===== src/sv/qbr_pkg.sv =====
// Shared types, constants and sizing functions of the quartic bisection root finder.
package qbr_pkg;

  localparam int CHUNK_W   = 32;
  localparam int STEP_IDXW = 3;
  localparam int NUM_REGS  = 6;

  localparam logic [2:0] REG_COEF_FOUR  = 3'd0;
  localparam logic [2:0] REG_COEF_THREE = 3'd1;
  localparam logic [2:0] REG_COEF_TWO   = 3'd2;
  localparam logic [2:0] REG_COEF_ONE   = 3'd3;
  localparam logic [2:0] REG_COEF_ZERO  = 3'd4;
  localparam logic [2:0] REG_STOP_WIDTH = 3'd5;

  localparam logic [STEP_IDXW-1:0] TERM_CUBE   = 3'd1;
  localparam logic [STEP_IDXW-1:0] TERM_SQUARE = 3'd2;
  localparam logic [STEP_IDXW-1:0] TERM_LINEAR = 3'd3;
  localparam logic [STEP_IDXW-1:0] TERM_CONST  = 3'd4;

  typedef struct packed {
    logic                 load;
    logic                 set_x;
    logic                 x_from_mid;
    logic                 eval_init;
    logic                 mul_en;
    logic [STEP_IDXW-1:0] mul_idx;
    logic                 term_add;
    logic [STEP_IDXW-1:0] term_idx;
    logic                 save_sign;
    logic                 decide;
    logic                 finish;
  } cmd_t;

  typedef struct packed {
    logic run;
    logic acc_zero;
  } status_t;

  function automatic int acc_width(input int xw, input int fb, input int cw);
    int m;
    begin
      m = (xw > fb) ? xw : fb + 1;
      return cw + 4 * m + 3;
    end
  endfunction

  function automatic int chunk_count(input int aw);
    return (aw + CHUNK_W - 1) / CHUNK_W;
  endfunction

endpackage


===== src/sv/qbr_regs.sv =====
// APB configuration registers: polynomial coefficients and stop width.
module qbr_regs import qbr_pkg::*; #(
  parameter int X_WIDTH    = 24,
  parameter int COEF_WIDTH = 16
) (
  input  logic                         clk,
  input  logic                         rst,
  input  logic                         psel,
  input  logic                         penable,
  input  logic                         pwrite,
  input  logic [4:0]                   paddr,
  input  logic [31:0]                  pwdata,
  output logic [31:0]                  prdata,
  output logic                         pready,
  output logic signed [COEF_WIDTH-1:0] coef_four,
  output logic signed [COEF_WIDTH-1:0] coef_three,
  output logic signed [COEF_WIDTH-1:0] coef_two,
  output logic signed [COEF_WIDTH-1:0] coef_one,
  output logic signed [COEF_WIDTH-1:0] coef_zero,
  output logic [X_WIDTH-1:0]           stop_width
);

  logic       wr;
  logic [2:0] idx;

  assign pready = 1'b1;
  assign idx    = paddr[4:2];
  assign wr     = psel && penable && pwrite;

  always_ff @(posedge clk) begin
    if (rst) begin
      coef_four  <= '0;
      coef_three <= '0;
      coef_two   <= '0;
      coef_one   <= '0;
      coef_zero  <= '0;
      stop_width <= X_WIDTH'(7);
    end else if (wr) begin
      case (idx)
        REG_COEF_FOUR:  coef_four  <= pwdata[COEF_WIDTH-1:0];
        REG_COEF_THREE: coef_three <= pwdata[COEF_WIDTH-1:0];
        REG_COEF_TWO:   coef_two   <= pwdata[COEF_WIDTH-1:0];
        REG_COEF_ONE:   coef_one   <= pwdata[COEF_WIDTH-1:0];
        REG_COEF_ZERO:  coef_zero  <= pwdata[COEF_WIDTH-1:0];
        REG_STOP_WIDTH: stop_width <= pwdata[X_WIDTH-1:0];
        default: ;
      endcase
    end
  end

  always_comb begin
    case (idx)
      REG_COEF_FOUR:  prdata = 32'(coef_four);
      REG_COEF_THREE: prdata = 32'(coef_three);
      REG_COEF_TWO:   prdata = 32'(coef_two);
      REG_COEF_ONE:   prdata = 32'(coef_one);
      REG_COEF_ZERO:  prdata = 32'(coef_zero);
      REG_STOP_WIDTH: prdata = 32'(stop_width);
      default:        prdata = '0;
    endcase
  end

endmodule


===== config.mk =====
export PLATFORM = sky130hd
export DESIGN_NAME = qbr_regs
export DESIGN_NICKNAME = d
export VERILOG_FILES = /design/src/sv/qbr_pkg.sv /design/src/sv/qbr_regs.sv
export SDC_FILE = /design/constraint.sdc
export NUM_CORES = 1
export LEC_CHECK = 0
export BUFFER_PORTS_ARGS = -buffer_cell sky130_fd_sc_hd__buf_2
export CORE_MARGIN = 3
export CORE_UTILIZATION = 40
export CTS_CLUSTER_DIAMETER = 50
export DETAILED_ROUTE_END_ITERATION = 12
export PLACE_DENSITY = 0.78
export RECOVER_POWER = 100
export SLEW_MARGIN = 25
export SYNTH_ARGS = -nofsm -noshare
export SYNTH_HDL_FRONTEND = slang
export SYNTH_SLANG_ARGS = --single-unit

===== constraint.sdc =====
create_clock -name clk -period 1.3 [get_ports clk]
set_clock_uncertainty 0.05 [all_clocks]
set_input_delay 0 -clock clk [delete_from_list [all_inputs] [get_ports clk]]
set_output_delay 0 -clock clk [all_outputs]
set_load 0.01 [all_outputs]

---- Word-level counts from Yosys, hierarchy flattened ----
Cells that the tools add are included.
word-level totals
  flip-flop bits (word level) ............. 104
  bits of input ports ..................... 42
  word-level logic and storage cells ...... 21
cells by class
  eq/ne operators ......................... 5
  mux-type cells .......................... 1
  reduce and logical (&&, ||, !) cells .... 9
operator list
  operator                                                                number
  32-bit case mux with 6 select lines                                     1
  2-bit AND reduction                                                     6
  3-bit by 2-bit equality test with 1-bit output (second input constant)  2
  3-bit equality test (second input constant)                             2
  3-bit by 1-bit equality test with 1-bit output (second input constant)  1
  3-bit logical NOT                                                       1
  1-bit logical AND                                                       2

---- Logic depth before layout (Yosys ltp) ----
  depth in word-level cells ............... 3
  mapped depth ............................ 6
  gate-level depth less buffers ........... 3

---- Worst setup path before layout ----
Ideal clock, no wire load.
  path type ............................... reg-to-output
  start point ............................. register coef_zero[15]
  end point ............................... output prdata[25]
  data arrival time ....................... 1337 ps
  data required time ...................... 1250 ps
  slack ................................... -87 ps
  stages on the path, launching flop included .. 4
  path buffers ............................ 1
  path through ............................ dfxtp_1 or4bb_1 o221ai_2 buf_4
between the ends
  word-level cells in the longest chain between the ends .. 1
ends and longest elaborated chain
  item                                 line            RTL
  start: declaration                   qbr_regs.sv:19  output logic signed [COEF_WIDTH-1:0] coef_zero,
  start signal: assignment             qbr_regs.sv:44  REG_COEF_ZERO: coef_zero <= pwdata[COEF_WIDTH-1:0];
  32-bit case mux with 6 select lines  qbr_regs.sv:52  case (idx)
  end: declaration                     qbr_regs.sv:13  output logic [31:0] prdata,
Every way passes these cells.

---- Worst setup path in the final report ----
  start point ............................. register coef_zero[15]
  end point ............................... output prdata[16]
The elaborated chain is that of the path after synthesis.

==> flow_summary.json <==
{
  "io_pins": 179,
  "setup_ws_ns": -0.352,
  "max_slew.worst_pin.slew_ns": 0.632,
  "synthCells": 531,
  "htreeDepth": 3,
  "p_per_area_nw_per_um2": 983,
  "cts_root_buffer": "clkbuf_16",
  "place.port_buffers": 167,
  "yosys.area_share.adder_pct": 0,
  "drt_first_pass_iters": 5,
  "synth_xor_area_share_pct": 0,
  "fmax_mhz": 605,
  "p_leak_nw": 3.18,
  "wl_per_cell_um": 20.2,
  "power.switching_w": 0.00163,
  "vias": 5132,
  "layout-drive-gt1-share_pct": 32.5,
  "grt_pass1_wl_mm": 28.2,
  "grt_max_degree": 96,
  "clock_path_buffers": 2,
  "power.total_w": 0.00688,
  "clk_latency_ns": 0.34,
  "synth_nets": 573,
  "drc_errors": 0,
  "holdPathStages": 3,
  "critPathMaxFanout": 4,
  "critPathCaptureType": "primary output",
  "drt-vias-per-instance": 5.66,
  "seq_area_frac_synth_pct": 41.0,
  "synth-edff-count": 0,
  "synth_compound_area_share_pct": 15.2,
  "die_y_um": 119,
  "hold_viol_final": 0,
  "antenna_found_initial": 0,
  "rsz0062_at_grt": "true",
  "fp.dieW_um": 119,
  "ys_seq_elements": 104,
  "overflow": 0,
  "r2r_cells": 3,
  "drt_iter0_drc": 442,
  "cts_made_buffers": 9,
  "nFillCells": 1132,
  "period_share_pct": 127,
  "wl_mm": 18.3,
  "min_period_ns": 1.65,
  "crit_arrival_ns": 1.60,
  "cts_sinks": 104,
  "synthSimpleGateAreaFrac_pct": 17.4,
  "min_path_type": "input pin to flop",
  "p_comb_share_pct": 10.4,
  "fp.dieArea_um2": 14100,
  "area_growth_pct": 37.8,
  "syn_area_um2": 5070,
  "status": "complete, but fails checks",
  "fp.coreArea_um2": 12200,
  "drv_slew": 0,
  "grt.total_usage_pct": 25.0,
  "detail-route-antenna-nets": 0,
  "diodes": 0,
  "finish.utilization_pct": 57.3,
  "yosys_warnings": 0,
  "cp.required_ns": 1.25,
  "p_seq_share_pct": 46.9,
  "start_util_pct": 41.6,
  "synthMuxAreaShare_pct": 20.0,
  "p_sw_share_pct": 23.7,
  "worstSetupPathType": "flop to primary output",
  "violations": "negative setup slack",
  "synth_top_family_by_area": "multiplexers",
  "internal_power_w": 0.00524,
  "cap_violations": 0,
  "nets": 775,
  "grt_pass1_vias": 5013,
  "clk_pin_slew_ns": 0.07,
  "ir_worst_vdd_mv": 0.659,
  "p_clk_share_pct": 42.7,
  "slew_headroom_pct": 57.7,
  "cts_tree": "done",
  "critPathLaunchType": "flop",
  "synth-async-reset-ratio_pct": 0,
  "hpwl_mm": 12.4,
  "setup_viol": 32,
  "rows": 40,
  "synthFlopType": "dfxtp_1",
  "gp_congestion": 0.846,
  "synth.avg_cell_area_um2": 9.56,
  "ys_types": 39
}
==> logic make-up after synthesis <==
group / count (synthesis)
multiplexers: 96
flip-flops: 104
buffers and inverters: 58
AO/OA/AOI/OAI: 126
other: 1
AND/OR/NAND/NOR: 146
==> flip-flops by register name (all words and copies together) (netlist names) <==
register	cells
coef_two	16
stop_width	24
coef_one	16
coef_four	16
coef_three	16
coef_zero	16
==> power by group through the flow <==
stage | logic [W] | registers [W] | clock network (W)
after detailed placement | 0.000603 | 0.00330 | 0
final | 0.000712 | 0.00323 | 0.00294
after global placement | 0.000588 | 0.00330 | 0
after global routing | 0.000753 | 0.00323 | 0.00308
after CTS | 0.000703 | 0.00323 | 0.00296
after floorplan | 0.000337 | 0.00331 | 0
==> layout make-up <==
type | instances | area (um^2) | area share (%)
clock buffers | 11 | 243 | 3.47
clock inverters | 5 | 80.1 | 1.15
flip-flops and latches | 104 | 2110 | 30.2
multi-input cells | 371 | 2900 | 41.4
inverters | 1 | 3.75 | 0.0537
well taps | 168 | 210 | 3.01
repair buffers | 246 | 1450 | 20.7
==> synthesized netlist by cell type, types with 2 or more instances <==
cell	n	area (um^2)
nand2_4	3	33.8
buf_4	14	105
buf_6	4	45.0
a22o_1	2	17.5
mux2_2	23	259
nand3_1	40	200
nand2_1	6	22.5
a32oi_1	5	43.8
buf_2	16	80.1
mux4_2	2	45.0
buf_1	3	11.3
clkbuf_1	19	71.3
nor2_1	7	26.3
dfxtp_1	104	2080
a21oi_1	42	210
nor2b_1	2	12.5
a22oi_1	14	105
mux2i_1	71	711
nand2b_1	78	488
a221oi_1	2	17.5
o21ai_0	38	190
o31ai_1	8	60.1
a21o_1	9	67.6
o311ai_0	4	35.0
==> through the flow <==
stage	setup TNS (ns)	area, um^2	hold slack, ns	cells	setup slack [ns]
after floorplan	0	5110	0.0977	531	0.0399
after global placement	-0.00866	6110	0.213	839	-0.00866
after detailed placement	-1.06	6110	0.217	839	-0.0569
after CTS	-7.35	7050	0.0965	900	-0.335
after global routing	-9.24	6990	0.124	906	-0.393
final	-7.57	6990	0.115	906	-0.352
==> layout by cell type, fill, tap and decap left out, types with 5 or more instances in the layout <==
cell,Yosys,layout
a22oi_2,0,14
clkbuf_16,0,9
mux2i_1,71,69
nand2_1,6,6
nor2_1,7,7
buf_2,16,84
mux2_2,23,11
a21oi_1,42,41
o21ai_0,38,32
dfxtp_2,0,24
buf_12,0,5
nand2b_1,78,78
a21o_1,9,9
dlygate4sd3_1,0,24
o31ai_1,8,8
nand3_1,40,40
clkbuf_1,19,83
buf_4,14,47
dfxtp_1,104,80
mux2_4,0,12
==> worst paths after layout <==
check	startpoint	to	slack, ns
worst min-delay path	rst	coef_three[5]	0.11
worst max-delay path	coef_zero[15]	prdata[16]	-0.35
worst max register to register	coef_one[3]	coef_one[3]	0.45
worst min register to register	stop_width[19]	stop_width[19]	0.44
==> critical path: stages, from the launching register on <==
cell,delay [ns]
dfxtp_2,0.34
or4bb_4,0.52
o221ai_2,0.13
a21o_1,0.13
buf_2,0.13
==> timing repair <==
item,in CTS,in global routing
endpoints found under the setup margin,32,32
setup buffers,19,6
hold endpoints to repair,46,0
cloned,2,0
pin swaps,21,12
gates resized for setup,73,19
hold buffers,24,0
==> per-layer routing <==
metal / GRT usage [%] / share of wire [%]
met2: 40.4 / 48
met5: 0 / 0
met4: 9.78 / 3.7
met3: 4.93 / 7.5
met1: 32.9 / 41
(Power assumes the default switching activity.)
