--- src/sv/qbr_pkg.sv ---
// Shared types, constants and sizing functions of the quartic bisection root finder.
package qbr_pkg;

  localparam int CHUNK_W   = 32;
  localparam int STEP_IDXW = 3;
  localparam int NUM_REGS  = 6;

  localparam logic [2:0] REG_COEF_FOUR  = 3'd0;
  localparam logic [2:0] REG_COEF_THREE = 3'd1;
  localparam logic [2:0] REG_COEF_TWO   = 3'd2;
  localparam logic [2:0] REG_COEF_ONE   = 3'd3;
  localparam logic [2:0] REG_COEF_ZERO  = 3'd4;
  localparam logic [2:0] REG_STOP_WIDTH = 3'd5;

  localparam logic [STEP_IDXW-1:0] TERM_CUBE   = 3'd1;
  localparam logic [STEP_IDXW-1:0] TERM_SQUARE = 3'd2;
  localparam logic [STEP_IDXW-1:0] TERM_LINEAR = 3'd3;
  localparam logic [STEP_IDXW-1:0] TERM_CONST  = 3'd4;

  typedef struct packed {
    logic                 load;
    logic                 set_x;
    logic                 x_from_mid;
    logic                 eval_init;
    logic                 mul_en;
    logic [STEP_IDXW-1:0] mul_idx;
    logic                 term_add;
    logic [STEP_IDXW-1:0] term_idx;
    logic                 save_sign;
    logic                 decide;
    logic                 finish;
  } cmd_t;

  typedef struct packed {
    logic run;
    logic acc_zero;
  } status_t;

  function automatic int acc_width(input int xw, input int fb, input int cw);
    int m;
    begin
      m = (xw > fb) ? xw : fb + 1;
      return cw + 4 * m + 3;
    end
  endfunction

  function automatic int chunk_count(input int aw);
    return (aw + CHUNK_W - 1) / CHUNK_W;
  endfunction

endpackage

--- src/sv/qbr_ctrl.sv ---
// Controller: sequences passes, Horner steps and chunk multiplies.
module qbr_ctrl import qbr_pkg::*; #(
  parameter int X_WIDTH    = 24,
  parameter int FRAC_BITS  = 16,
  parameter int COEF_WIDTH = 16
) (
  input  logic    clk,
  input  logic    rst,
  input  logic    in_valid,
  output logic    in_ready,
  output logic    out_valid,
  input  logic    out_ready,
  input  status_t status,
  output cmd_t    cmd
);

  localparam int AW = acc_width(X_WIDTH, FRAC_BITS, COEF_WIDTH);
  localparam int NC = chunk_count(AW);

  localparam logic [2:0] S_IDLE   = 3'd0;
  localparam logic [2:0] S_CHECK  = 3'd1;
  localparam logic [2:0] S_INIT   = 3'd2;
  localparam logic [2:0] S_MUL    = 3'd3;
  localparam logic [2:0] S_DRAIN  = 3'd4;
  localparam logic [2:0] S_ADD    = 3'd5;
  localparam logic [2:0] S_DECIDE = 3'd6;
  localparam logic [2:0] S_FINISH = 3'd7;

  logic [2:0]           state, state_next;
  logic [STEP_IDXW-1:0] j, j_next, k, k_next;
  logic                 sa_known, sa_known_next;
  logic                 for_a, for_a_next;
  logic                 out_free;

  assign in_ready = (state == S_IDLE);
  assign out_free = !out_valid || out_ready;

  always_comb begin
    state_next    = state;
    j_next        = j;
    k_next        = k;
    sa_known_next = sa_known;
    for_a_next    = for_a;
    cmd           = '0;
    cmd.mul_idx   = j;
    cmd.term_idx  = k;
    case (state)
      S_IDLE: begin
        if (in_valid) begin
          cmd.load      = 1'b1;
          sa_known_next = 1'b0;
          state_next    = S_CHECK;
        end
      end
      S_CHECK: begin
        if (status.run) begin
          cmd.set_x      = 1'b1;
          cmd.x_from_mid = sa_known;
          for_a_next     = !sa_known;
          state_next     = S_INIT;
        end else begin
          state_next = S_FINISH;
        end
      end
      S_INIT: begin
        cmd.eval_init = 1'b1;
        j_next        = '0;
        k_next        = TERM_CUBE;
        state_next    = S_MUL;
      end
      S_MUL: begin
        cmd.mul_en = 1'b1;
        j_next     = j + 1'b1;
        if (j == STEP_IDXW'(NC - 1)) begin
          state_next = S_DRAIN;
        end
      end
      S_DRAIN: begin
        state_next = S_ADD;
      end
      S_ADD: begin
        cmd.term_add = 1'b1;
        j_next       = '0;
        k_next       = k + 1'b1;
        state_next   = (k == TERM_CONST) ? S_DECIDE : S_MUL;
      end
      S_DECIDE: begin
        if (for_a) begin
          cmd.save_sign = 1'b1;
          sa_known_next = 1'b1;
          state_next    = S_CHECK;
        end else begin
          cmd.decide = 1'b1;
          state_next = status.acc_zero ? S_FINISH : S_CHECK;
        end
      end
      S_FINISH: begin
        if (out_free) begin
          cmd.finish = 1'b1;
          state_next = S_IDLE;
        end
      end
      default: begin
        state_next = S_IDLE;
      end
    endcase
  end

  always_ff @(posedge clk) begin
    if (rst) begin
      state     <= S_IDLE;
      j         <= '0;
      k         <= '0;
      sa_known  <= 1'b0;
      for_a     <= 1'b0;
      out_valid <= 1'b0;
    end else begin
      state    <= state_next;
      j        <= j_next;
      k        <= k_next;
      sa_known <= sa_known_next;
      for_a    <= for_a_next;
      if (cmd.finish) begin
        out_valid <= 1'b1;
      end else if (out_ready) begin
        out_valid <= 1'b0;
      end
    end
  end

endmodule
--- config.mk ---
export PLATFORM = sky130hd
export DESIGN_NAME = qbr_ctrl
export DESIGN_NICKNAME = d
export VERILOG_FILES = /design/src/sv/qbr_pkg.sv /design/src/sv/qbr_ctrl.sv
export SDC_FILE = /design/constraint.sdc
export NUM_CORES = 1
export LEC_CHECK = 0
export ABC_AREA = 1
export BUFFER_PORTS_ARGS = -buffer_cell sky130_fd_sc_hd__buf_2
export CAP_MARGIN = 40
export CORE_MARGIN = 5
export CORE_UTILIZATION = 43
export CTS_CLUSTER_SIZE = 25
export DETAILED_ROUTE_END_ITERATION = 8
export PLACE_DENSITY_LB_ADDON = 0.25
export SYNTH_ARGS = -nofsm -noshare
export SYNTH_HDL_FRONTEND = slang
export SYNTH_SLANG_ARGS = --single-unit
export TNS_END_PERCENT = 50
--- constraint.sdc ---
create_clock -name clk -period 1.2 [get_ports clk]
set_input_delay 0.06 -clock clk [delete_from_list [all_inputs] [get_ports clk]]
set_output_delay 0.06 -clock clk [all_outputs]
set_load 0.005 [all_outputs]
== Word-level counts from Yosys, hierarchy flattened ==
Index checks and enable logic that the tools add are counted.

* Register bits: 12
* Word-level logic and storage cells: 60

* Add/subtract/negate cells: 2
* Equality and inequality tests: 13
* Multiplexer cells: 27
* Reductions and logical operators: 12

{| class="wikitable"
|+ Operator list
! operator !! number
|-
| 3-bit case mux with 8 select lines || 1
|-
| 3-bit 2-to-1 mux || 7
|-
| 3-bit equality test, second input constant || 5
|-
| 1-bit 2-to-1 mux || 13
|-
| 3-bit case mux with 2 select lines || 2
|-
| 3-bit by 2-bit equality test with 1-bit output, second input constant || 3
|-
| 2-bit inequality test, second input constant || 4
|-
| 2-bit nonzero test || 4
|-
| 3-bit by 1-bit adder with 3-bit output, second input constant || 2
|-
| 2-bit 2-to-1 mux || 3
|-
| 3-bit AND reduction || 2
|-
| 3-bit by 1-bit equality test with 1-bit output, second input constant || 1
|-
| 3-bit logical NOT || 1
|-
| 1-bit logical NOT || 2
|-
| 1-bit case mux with 2 select lines || 1
|-
| 2-bit AND reduction || 1
|-
| 2-bit OR reduction || 1
|-
| 1-bit logical OR || 1
|}

== Logic depth before layout (Yosys ltp) ==
Gate-level depths: netlist of run 1.

* Word-level depth: 5
* Depth in mapped cells: 8
* Gate-level depth less buffers: 8

== Worst setup path before layout of run 1 ==
Ideal clock, no wire load.

* Kind: reg2reg
* Start point: register j[0]
* End point: register j[2]
* Setup time: 70 ps
* Arrival: 1165 ps
* Data required time: 1130 ps
* Slack: -34 ps
* Cell stages (with the launch flop): 5
* Cells stage by stage: dfxtp_1 ha_1 ha_1 or2_2 a21oi_1

* Cells in the longest elaborated chain, start to end: 2

{| class="wikitable"
|+ RTL lines
! item !! line !! RTL
|-
| start, declared || qbr_ctrl.sv:30 || <nowiki>logic [STEP_IDXW-1:0] j, j_next, k, k_next;</nowiki>
|-
| start signal, assigned || qbr_ctrl.sv:119 || <nowiki>j <= j_next;</nowiki>
|-
| 3-bit by 1-bit adder with 3-bit output || qbr_ctrl.sv:73 || <nowiki>j_next = j + 1'b1;</nowiki>
|-
| 3-bit case mux with 2 select lines || qbr_ctrl.sv:47 || <nowiki>case (state)</nowiki>
|}

Every way passes these cells.
A chain may end at the register's enable or synchronous reset.

==> results of run 1 <==
-- worst max-delay path, delay by kind of cell (launching register included) --
family | cells | cell delay (ns)
DFF | 1 | 0.39
and+or+nand+nor | 2 | 0.25
buffers and inverters | 2 | 0.22
-- cells in the final DEF (no fill, tap or decap) --
| master | instances |
|---|---|
| nor3_1 | 2 |
| nor2_1 | 12 |
| nand3_4 | 2 |
| nor3_2 | 2 |
| or2_4 | 1 |
| o21a_1 | 1 |
| a21oi_2 | 2 |
| o21ai_0 | 5 |
| ha_4 | 1 |
| ha_2 | 1 |
| nor2_4 | 2 |
| dfxtp_2 | 2 |
| nand2_2 | 6 |
| nand3_2 | 2 |
| nand2_1 | 11 |
| nor2_2 | 3 |
| dfxtp_1 | 7 |
| ha_1 | 2 |
| a211oi_1 | 1 |
| buf_2 | 22 |
| clkbuf_4 | 3 |
| inv_8 | 1 |
| buf_4 | 5 |
| inv_4 | 2 |
| nand3_1 | 2 |
| dfxtp_4 | 3 |
| a21oi_1 | 8 |
| inv_1 | 14 |
| o211ai_1 | 1 |
| inv_2 | 3 |
-- cells by family (layout without fill, tap and decap cells) --
logic type,after synthesis,after routing,synth area share (%)
AOI/OAI and AO/OA,18,18,14.8
adders and majority gates,4,4,7.30
buffers and inverters,20,50,10.9
DFF,12,12,35.0
and+or+nand+nor,45,45,31.9
-- final cells by class --
class                           instances  area, µm²  area share (%)
Timing Repair Buffer                   27        148            15.2
Sequential cell                        12        254            26.2
Tap cell                               16       20.0            2.06
Clock buffer                            3       22.5            2.32
Multi-Input combinational cell         67        439            45.2
Inverter                               20       87.6            9.02
-- final timing paths --
kind / start / to / slack [ns] / cells after the start
setup / recovery: state[1]$_SDFFE_PP0P_ / cmd[12] / -0.0008 / 4
hold / removal: rst / j[2]$_SDFFE_PP0P_ / 0.05 / 2
hold reg to reg: j[1]$_SDFFE_PP0P_ / j[1]$_SDFFE_PP0P_ / 0.48 / 2
setup reg to reg: state[1]$_SDFFE_PP0P_ / state[2]$_SDFFE_PP0P_ / 0.09 / 7
-- stage by stage --
| stage | worst slack, ns | utilization (%) | hold WS [ns] | total power [W] | instance area, µm² |
|---|---|---|---|---|---|
| after floorplan | 0.0128 | - | 0.129 | 0.000675 | 689 |
| after global placement | 0.0239 | 56.9 | 0.338 | 0.000793 | 857 |
| after detailed placement | -0.0223 | 56.9 | 0.338 | 0.000796 | 857 |
| after CTS | -0.0259 | 60.2 | 0.0365 | 0.00107 | 907 |
| after global routing | -0.0526 | 64.5 | 0.0577 | 0.00118 | 971 |
| final | -0.000774 | 64.5 | 0.0462 | 0.00110 | 971 |
-- sequential cells by signal (all words and copies together) (netlist names) --
name       flops
state          3
for_a          1
out_valid      1
k              3
j              3
sa_known       1
-- Yosys cell counts --
master / number
inv_1: 17
nor2_1: 14
dfxtp_1: 12
nand2_1: 12
a21oi_1: 9
nand2_2: 5
o21ai_0: 5
ha_1: 4
nand3_1: 4
nor3_1: 4
inv_2: 3
nand3_2: 2
nor2_2: 2
a211oi_1: 1
a21oi_2: 1
nor2_4: 1
o211ai_1: 1
o21a_1: 1
or2_2: 1
-- repair_timing --
action                                  4_1_cts  5_1_grt
setup buffers                                 0        1
endpoints found under the setup margin       10       13
hold endpoints to repair                      0        0
pin swaps                                     1        1
gates resized for setup                      10       18
-- report_power, final --
part           switching (W)  leakage (nW)  internal (W)
combinational       0.000202         0.366      0.000151
sequential         0.0000668         0.101      0.000437
clock               0.000128        0.0138      0.000116
total               0.000398         0.480      0.000705
-- metal layers --
layer / vias up / wire, µm
li1: 376 / -
met2: 13 / 816
met1: 318 / 737
met5: - / 0
met3: 0 / 80
met4: 0 / 0
==> flow_summary.toml, run 1 <==
[logic_synthesis]
synth_area_per_cell_um2 = 6.93
synthesis.area_um2 = 686
ys_ff_latch = 12
syn_nets = 109
yosysTopAreaCell = "dfxtp_1"
synthCells = 99
ys_warn_count = 0
synth.distinct_cells = 19
yosysTopAreaCellShare_pct = 35.0
synth_area_leaders = "dfxtp_1, inv_1, nor2_1"
seq_area_frac_synth_pct = 35.0

[drt]
antenna_left = 0
drt_wl_total_mm = 1.63
firstDrtPassIters = 3
remaining_drc_errors = 0
post_drt_wl_per_cell_um = 11.3
vias_per_cell = 4.88
vias = 707
drt-initial-drc-count = 10

[global_route]
grt_overflow = 0
antenna_found_initial = 0
gr-usage-all-layers_pct = 13.6
grt_max_degree = 8
grt_pass1_wl_mm = 2.67
grtUsageMet1_pct = 16.6
top_usage_layer = "met2"
met2_usage_pct = 22.2
grt_pass1_vias = 649
use_met3_pct = 5.42

[layout]
nets = 141
fin_cells = 145
drive_above_1_share_pct = 48.8
syn_to_final_growth_pct = 41.6
antenna_cells = 0
fillers = 141

[placement]
hpwl_mm = 1.23
dp.cells = 142
gp_congestion = 0.847
io_buffers = 22

[sta]
slew_viol_final = 0
fmax_mhz = 833
slew_headroom_pct = 82.8
setup_violations = 1
min_period_ns = 1.20
worst_pin_slew_ns = 0.256
finalClockSkew_ns = 0.00370
fin_crit_sh_pct = 100
rsz0062_at_grt = "yes"
tns_ns = -0.000774
setup_ws_ns = -0.000774
hold_viol = 0

[power_and_ir_drop]
peakVddDrop_v = 0.000759
powerDensity_nw_per_um2 = 1140
power_leakage_nw = 0.480

[clock_network]
clock_path_buffers = 2
cts_tree = "done"
htreeDepth = 1
clockRootBuffer = "clkbuf_4"
clk_pin_slew_worst_paths_ns = 0.07
hold_buffers = 0
cts_made_buffers = 3
clock_sinks = 12
insertion_delay_ns = 0.27

[worst_setup_path]
critPathSlowestCell = "dfxtp_4"
cp-end-kind = "primary output"
crit_path_max_fanout = 7
path_cells = "inv_4 > nand3_4 > nor3_2 > buf_2"
cp-start-kind = "register"
required_ns = 1.14
cpPeakStageDelay_ns = 0.39
crit_type = "register to primary output"
cp.arrival_ns = 1.14

[outcome]
status = "finished, violations left"
failed_checks = "setup timing"

[floorplan]
die_w_um = 49.9
core_region_area_um2 = 1510
dieArea_um2 = 2490
chipHeight_um = 49.9
io_pins = 23
initial_core_util_pct = 45.5
rows = 14

[run]
cap_violations = 0

[hold_path]
hold_class = "input port to register"
Power figures use the tool's default switching activity.
==> run 2, diff against run 1 <==
--- a/config.mk
+++ b/config.mk
@@ -13,6 +13,7 @@
 export CTS_CLUSTER_SIZE = 25
 export DETAILED_ROUTE_END_ITERATION = 8
 export PLACE_DENSITY_LB_ADDON = 0.25
+export SETUP_SLACK_MARGIN = 0.1
 export SYNTH_ARGS = -nofsm -noshare
 export SYNTH_HDL_FRONTEND = slang
 export SYNTH_SLANG_ARGS = --single-unit
==> run 2 against run 1 <==
  * The run now ends clean
  * Sequential share of layout area is 1.5 points lower
  * Clock skew is 0.0026 ns lower
  * Critical path depth is 1 lower
  * Largest cell class unchanged
  * Worst setup slack better by 0.0073 ns
  * Cell area is 7.1% higher
  * Critical path type unchanged
  * Utilization is 4.6 points higher
  * Non-clock buffer count is 3 higher
  * Clock-buffer cell count is 1 higher
  * Global-route usage is 1.0 points higher
==> flow_summary.toml, run 2 (same netlist as run 1, synthesis figures left out) <==
[placement]
place_area_um2 = 868
hpwl_mm = 1.23
gp_congestion = 0.847
io_buffers = 22

[floorplan]
dieArea_um2 = 2490
chipHeight_um = 49.9
io_pins = 23
die_w_um = 49.9
core_region_area_um2 = 1510
rows = 14
initial_core_util_pct = 45.5

[worst_setup_path]
critPathSlowestCell = "dfxtp_4"
cp-end-kind = "primary output"
startpoint = "state[0]$_SDFFE_PP0P_"
path_cells = "nand2_2 > nor3_1 > buf_2"
cpPeakStageDelay_ns = 0.42
cp-start-kind = "register"
required_ns = 1.14
cp_top_family = "flip-flops"
reg2reg_from = "state[2]$_SDFFE_PP0P_"
cp_num_buf_inv = 1
crit_type = "register to primary output"
cp.arrival_ns = 1.13
crit_path_max_fanout = 6

[sta]
setup_violations = 0
min_period_ns = 1.19
slew_viol_final = 0
rsz0062_at_grt = "yes"
fmax_mhz = 838
hold_viol = 0
worst_pin_slew_ns = 0.247
fin_crit_sh_pct = 99.5
tns_ns = 0
finalClockSkew_ns = 0.00108
slew_headroom_pct = 83.4

[clock_network]
htreeDepth = 1
insertion_delay_ns = 0.28
clock_sinks = 12
clock_path_buffers = 2
clk_pin_slew_worst_paths_ns = 0.08
cts_made_buffers = 3
hold_buffers = 0
cts_tree = "done"
clockRootBuffer = "clkbuf_4"

[layout]
syn_to_final_growth_pct = 51.6
top_regs = "j (3), k (3), state (3)"
final_cell_mix = "buf_2, inv_1, nor2_1, nand2_1"
post-route-cell-area_um2 = 1040
seqCellArea_um2 = 256
drive_above_1_share_pct = 53.4
antenna_cells = 0
final_common_cell = "buf_2"
fillers = 115
nets = 144
multi_input_area_um2 = 462

[power_and_ir_drop]
power_leakage_nw = 0.506
peakVddDrop_v = 0.00120
powerDensity_nw_per_um2 = 1220

[global_route]
grtUsageMet1_pct = 17.4
use_met3_pct = 2.71
antenna_found_initial = 0
top_usage_layer = "met2"
gr-usage-all-layers_pct = 14.6
grt_pass1_vias = 704
grt_overflow = 0
grt_pass1_wl_mm = 2.88
grt_max_degree = 8
met2_usage_pct = 25.4

[drt]
vias = 752
firstDrtPassIters = 4
remaining_drc_errors = 0
drt_wl_total_mm = 1.89
drt-initial-drc-count = 9
antenna_left = 0
vias_per_cell = 5.05
post_drt_wl_per_cell_um = 12.7

[hold_path]
hold_class = "input port to register"
min_from = "rst"

[run]
cap_violations = 0

[outcome]
status = "finished clean"
[run 2: worst paths after layout]
kind / endpoint / slack (ns) / cells past startpoint
worst min-delay path: state[2]$_SDFFE_PP0P_ / 0.05 / 2
worst max register to register: k[1]$_SDFFE_PP0P_ / 0.06 / 7
worst max-delay path: cmd[0] / 0.007 / 3
worst min register to register: j[0]$_SDFFE_PP0P_ / 0.47 / 1
[run 2: metrics by stage]
step	hold WS, ns	setup WS [ns]	power [W]	std cells	utilization, %
after detailed placement	0.333	0.0503	0.000798	141	57.6
after floorplan	0.122	0.102	0.000675	99	-
final	0.0460	0.00651	0.00127	149	69.0
after global routing	0.0497	-0.0377	0.00135	149	69.0
after CTS	0.0395	0.0186	0.00118	146	63.3
after global placement	0.333	0.0577	0.000789	141	57.6
[run 2: power by group]
group	switching, W	internal, W	leakage [nW]
Sequential	0.0000586	0.000436	0.101
Combinational	0.000240	0.000193	0.384
Clock	0.000156	0.000185	0.0210
Total	0.000455	0.000814	0.506
[run 2: routing by layer]
layer	vias up	share of wire, %
met2	16	52
met4	0	2.7
met1	348	42
met3	6	3.9
met5	-	0
li1	382	-
[run 2: final cells by class]
cell class,instances,area share (%)
clock buffer,4,3.49
tap,16,1.93
timing repair buffer,30,17.6
multi-input combinational,67,44.4
sequential,12,24.7
inverter,20,7.94
[run 2: worst register-to-register path, stage by stage, from the launching register on]
cell and delay (ns):
dfxtp_4 0.38, inv_6 0.09, buf_12 0.10, nand3_4 0.07
buf_4 0.15, buf_4 0.12, nand3_1 0.07, a21oi_2 0.05
[run 2: what timing repair did]
| item | in CTS | in global routing |
|---|---|---|
| pin swaps | 1 | 2 |
| endpoints found under the setup margin | 16 | 17 |
| buffers inserted | 1 | 3 |
| resized for setup | 16 | 15 |
==> run 3, diff against run 2 <==
--- a/config.mk
+++ b/config.mk
@@ -6,14 +6,15 @@
 export NUM_CORES = 1
 export LEC_CHECK = 0
 export ABC_AREA = 1
-export BUFFER_PORTS_ARGS = -buffer_cell sky130_fd_sc_hd__buf_2
+export BUFFER_PORTS_ARGS = -buffer_cell sky130_fd_sc_hd__buf_4
 export CAP_MARGIN = 40
 export CORE_MARGIN = 5
-export CORE_UTILIZATION = 43
+export CORE_UTILIZATION = 50
 export CTS_CLUSTER_SIZE = 25
 export DETAILED_ROUTE_END_ITERATION = 8
 export PLACE_DENSITY_LB_ADDON = 0.25
 export SETUP_SLACK_MARGIN = 0.1
+export SKIP_CTS_REPAIR_TIMING = 1
 export SYNTH_ARGS = -nofsm -noshare
 export SYNTH_HDL_FRONTEND = slang
 export SYNTH_SLANG_ARGS = --single-unit
==> constraint.sdc (replaced) <==
create_clock -name clk -period 1.5 [get_ports clk]
set_input_delay 0.075 -clock clk [delete_from_list [all_inputs] [get_ports clk]]
set_output_delay 0.075 -clock clk [all_outputs]
set_load 0.005 [all_outputs]
==> run 3 against run 2 <==
  * Die area shrank 11%
  * Clock power down 23%
  * Utilization up 1.2 points
  * Register-to-register slack improved by 0.09 ns
  * Sequential power fell by 22%
  * Non-clock buffer count shrank 8
  * Routed wire length shrank 17%
  * Cell count is 6.0% lower
  * Flip-flop and latch count unchanged
  * Worst setup slack improved by 0.15 ns
  * Combinational power fell by 42%
  * Critical endpoint is now j[2]$_SDFFE_PP0P_
  * Largest power group unchanged
  * Highest routed layer unchanged
==> flow_summary.toml, run 3 (same netlist as run 1, synthesis figures left out) <==
[outcome]
status = "finished clean"

[worst_setup_path]
cp-start-kind = "register"
cp.arrival_ns = 1.55
reg2reg_from = "j[0]$_SDFFE_PP0P_"
rr_endpoint = "j[2]$_SDFFE_PP0P_"
startpoint = "j[0]$_SDFFE_PP0P_"
rr_worst_depth = 4
crit_end = "j[2]$_SDFFE_PP0P_"
ff2ff_setup_slack_ns = 0.15
crit_path_max_fanout = 4
cp-end-kind = "register"
crit_type = "register to register"
required_ns = 1.71

[placement]
io_buffers = 22
pre_cts_slack_ns = 0.200
hpwl_mm = 1.24
gp_congestion = 0.768

[run]
cap_violations = 0

[clock_network]
clock_path_buffers = 2
htreeDepth = 1
cts_tree = "done"
clock_sinks = 12
clk_pin_slew_worst_paths_ns = 0.08
cts_made_buffers = 3
clockRootBuffer = "clkbuf_4"
insertion_delay_ns = 0.28

[layout]
drive_above_1_share_pct = 35.2
final_common_cell = "buf_4"
top_regs = "j (3), k (3), state (3)"
final_cell_mix = "buf_4, inv_1, nor2_1, nand2_1, dfxtp_1"
syn_to_final_growth_pct = 33.2
antenna_cells = 0
multi_input_area_um2 = 375
nets = 136
fin_util_pct = 70.2
fillers = 124
seqCellArea_um2 = 243

[drt]
post_drt_wl_per_cell_um = 11.2
vias = 716
drt_wl_total_mm = 1.57
drt-initial-drc-count = 3
firstDrtPassIters = 4
vias_per_cell = 5.11
antenna_left = 0
remaining_drc_errors = 0

[floorplan]
io_pins = 23
die_w_um = 47.0
initial_core_util_pct = 52.7
rows = 13
chipHeight_um = 47.0
dieArea_um2 = 2210
core_region_area_um2 = 1300

[global_route]
grt_max_degree = 8
grt_overflow = 0
grt_pass1_wl_mm = 2.42
antenna_found_initial = 0
gr-usage-all-layers_pct = 15.6
grt_pass1_vias = 607

[sta]
worst_pin_slew_ns = 0.247
hold_viol = 0
tns_ns = 0
slew_viol_final = 0
setup_violations = 0
finalClockSkew_ns = 0.00206
rsz0062_at_grt = "yes"
slew_headroom_pct = 83.5
hold_ws_ns = 0.00523
setup_ws_ns = 0.153
fmax_mhz = 742
fin_crit_sh_pct = 89.8
min_period_ns = 1.35

[power_and_ir_drop]
peakVddDrop_v = 0.000534
power_leakage_nw = 0.459
powerDensity_nw_per_um2 = 986

[hold_path]
worstHoldPathCells = 2
hold_class = "input port to register"
run 3: per-layer routing:
metal / share of wire [%] / wire, µm / vias up / GRT usage [%]
met5: 0 / 0 / - / 0
met4: 1.4 / 22 / 0 / 6.63
met3: 6.7 / 106 / 2 / 4.60
met2: 48 / 754 / 24 / 26.3
met1: 44 / 689 / 320 / 18.4
li1: - / - / 370 / -
run 3: how the worst min path moves through the flow:
stage | slack, ns | start | to
2_1_floorplan | 0.14 | rst | j[1]$_SDFFE_PP0P_
3_3_place_gp | 0.31 | rst | j[2]$_SDFFE_PP0P_
3_5_place_dp | 0.31 | rst | j[1]$_SDFFE_PP0P_
4_1_cts | 0.009 | rst | state[1]$_SDFFE_PP0P_
5_1_grt | 0.007 | rst | state[2]$_SDFFE_PP0P_
6_report | 0.005 | rst | state[2]$_SDFFE_PP0P_
run 3: critical path, stage by stage, from the launching register on:
cell     delay (ns)
dfxtp_1        0.34
ha_1           0.21
ha_1           0.26
or2_2          0.29
a21oi_1        0.17
run 3: area by class of cell:
cell class / count / area share [%]
well taps: 15 / 2.05
flip-flops and latches: 12 / 26.6
multi-input cells: 67 / 41.1
inverters: 20 / 8.22
repair buffers: 22 / 18.1
clock buffers: 4 / 3.97
run 3: stage by stage:
step	power, W	cells	area [µm²]
2_1_floorplan	0.000539	99	686
3_3_place_gp	0.000633	136	870
3_5_place_dp	0.000638	136	870
4_1_cts	0.000907	140	906
5_1_grt	0.000959	140	913
6_report	0.000900	140	913
run 3: where the power goes:
| part | switching, W | total, W | internal, W |
|---|---|---|---|
| Clock | 0.000117 | 0.000264 | 0.000148 |
| Sequential | 0.0000398 | 0.000385 | 0.000345 |
| Combinational | 0.000141 | 0.000251 | 0.000109 |
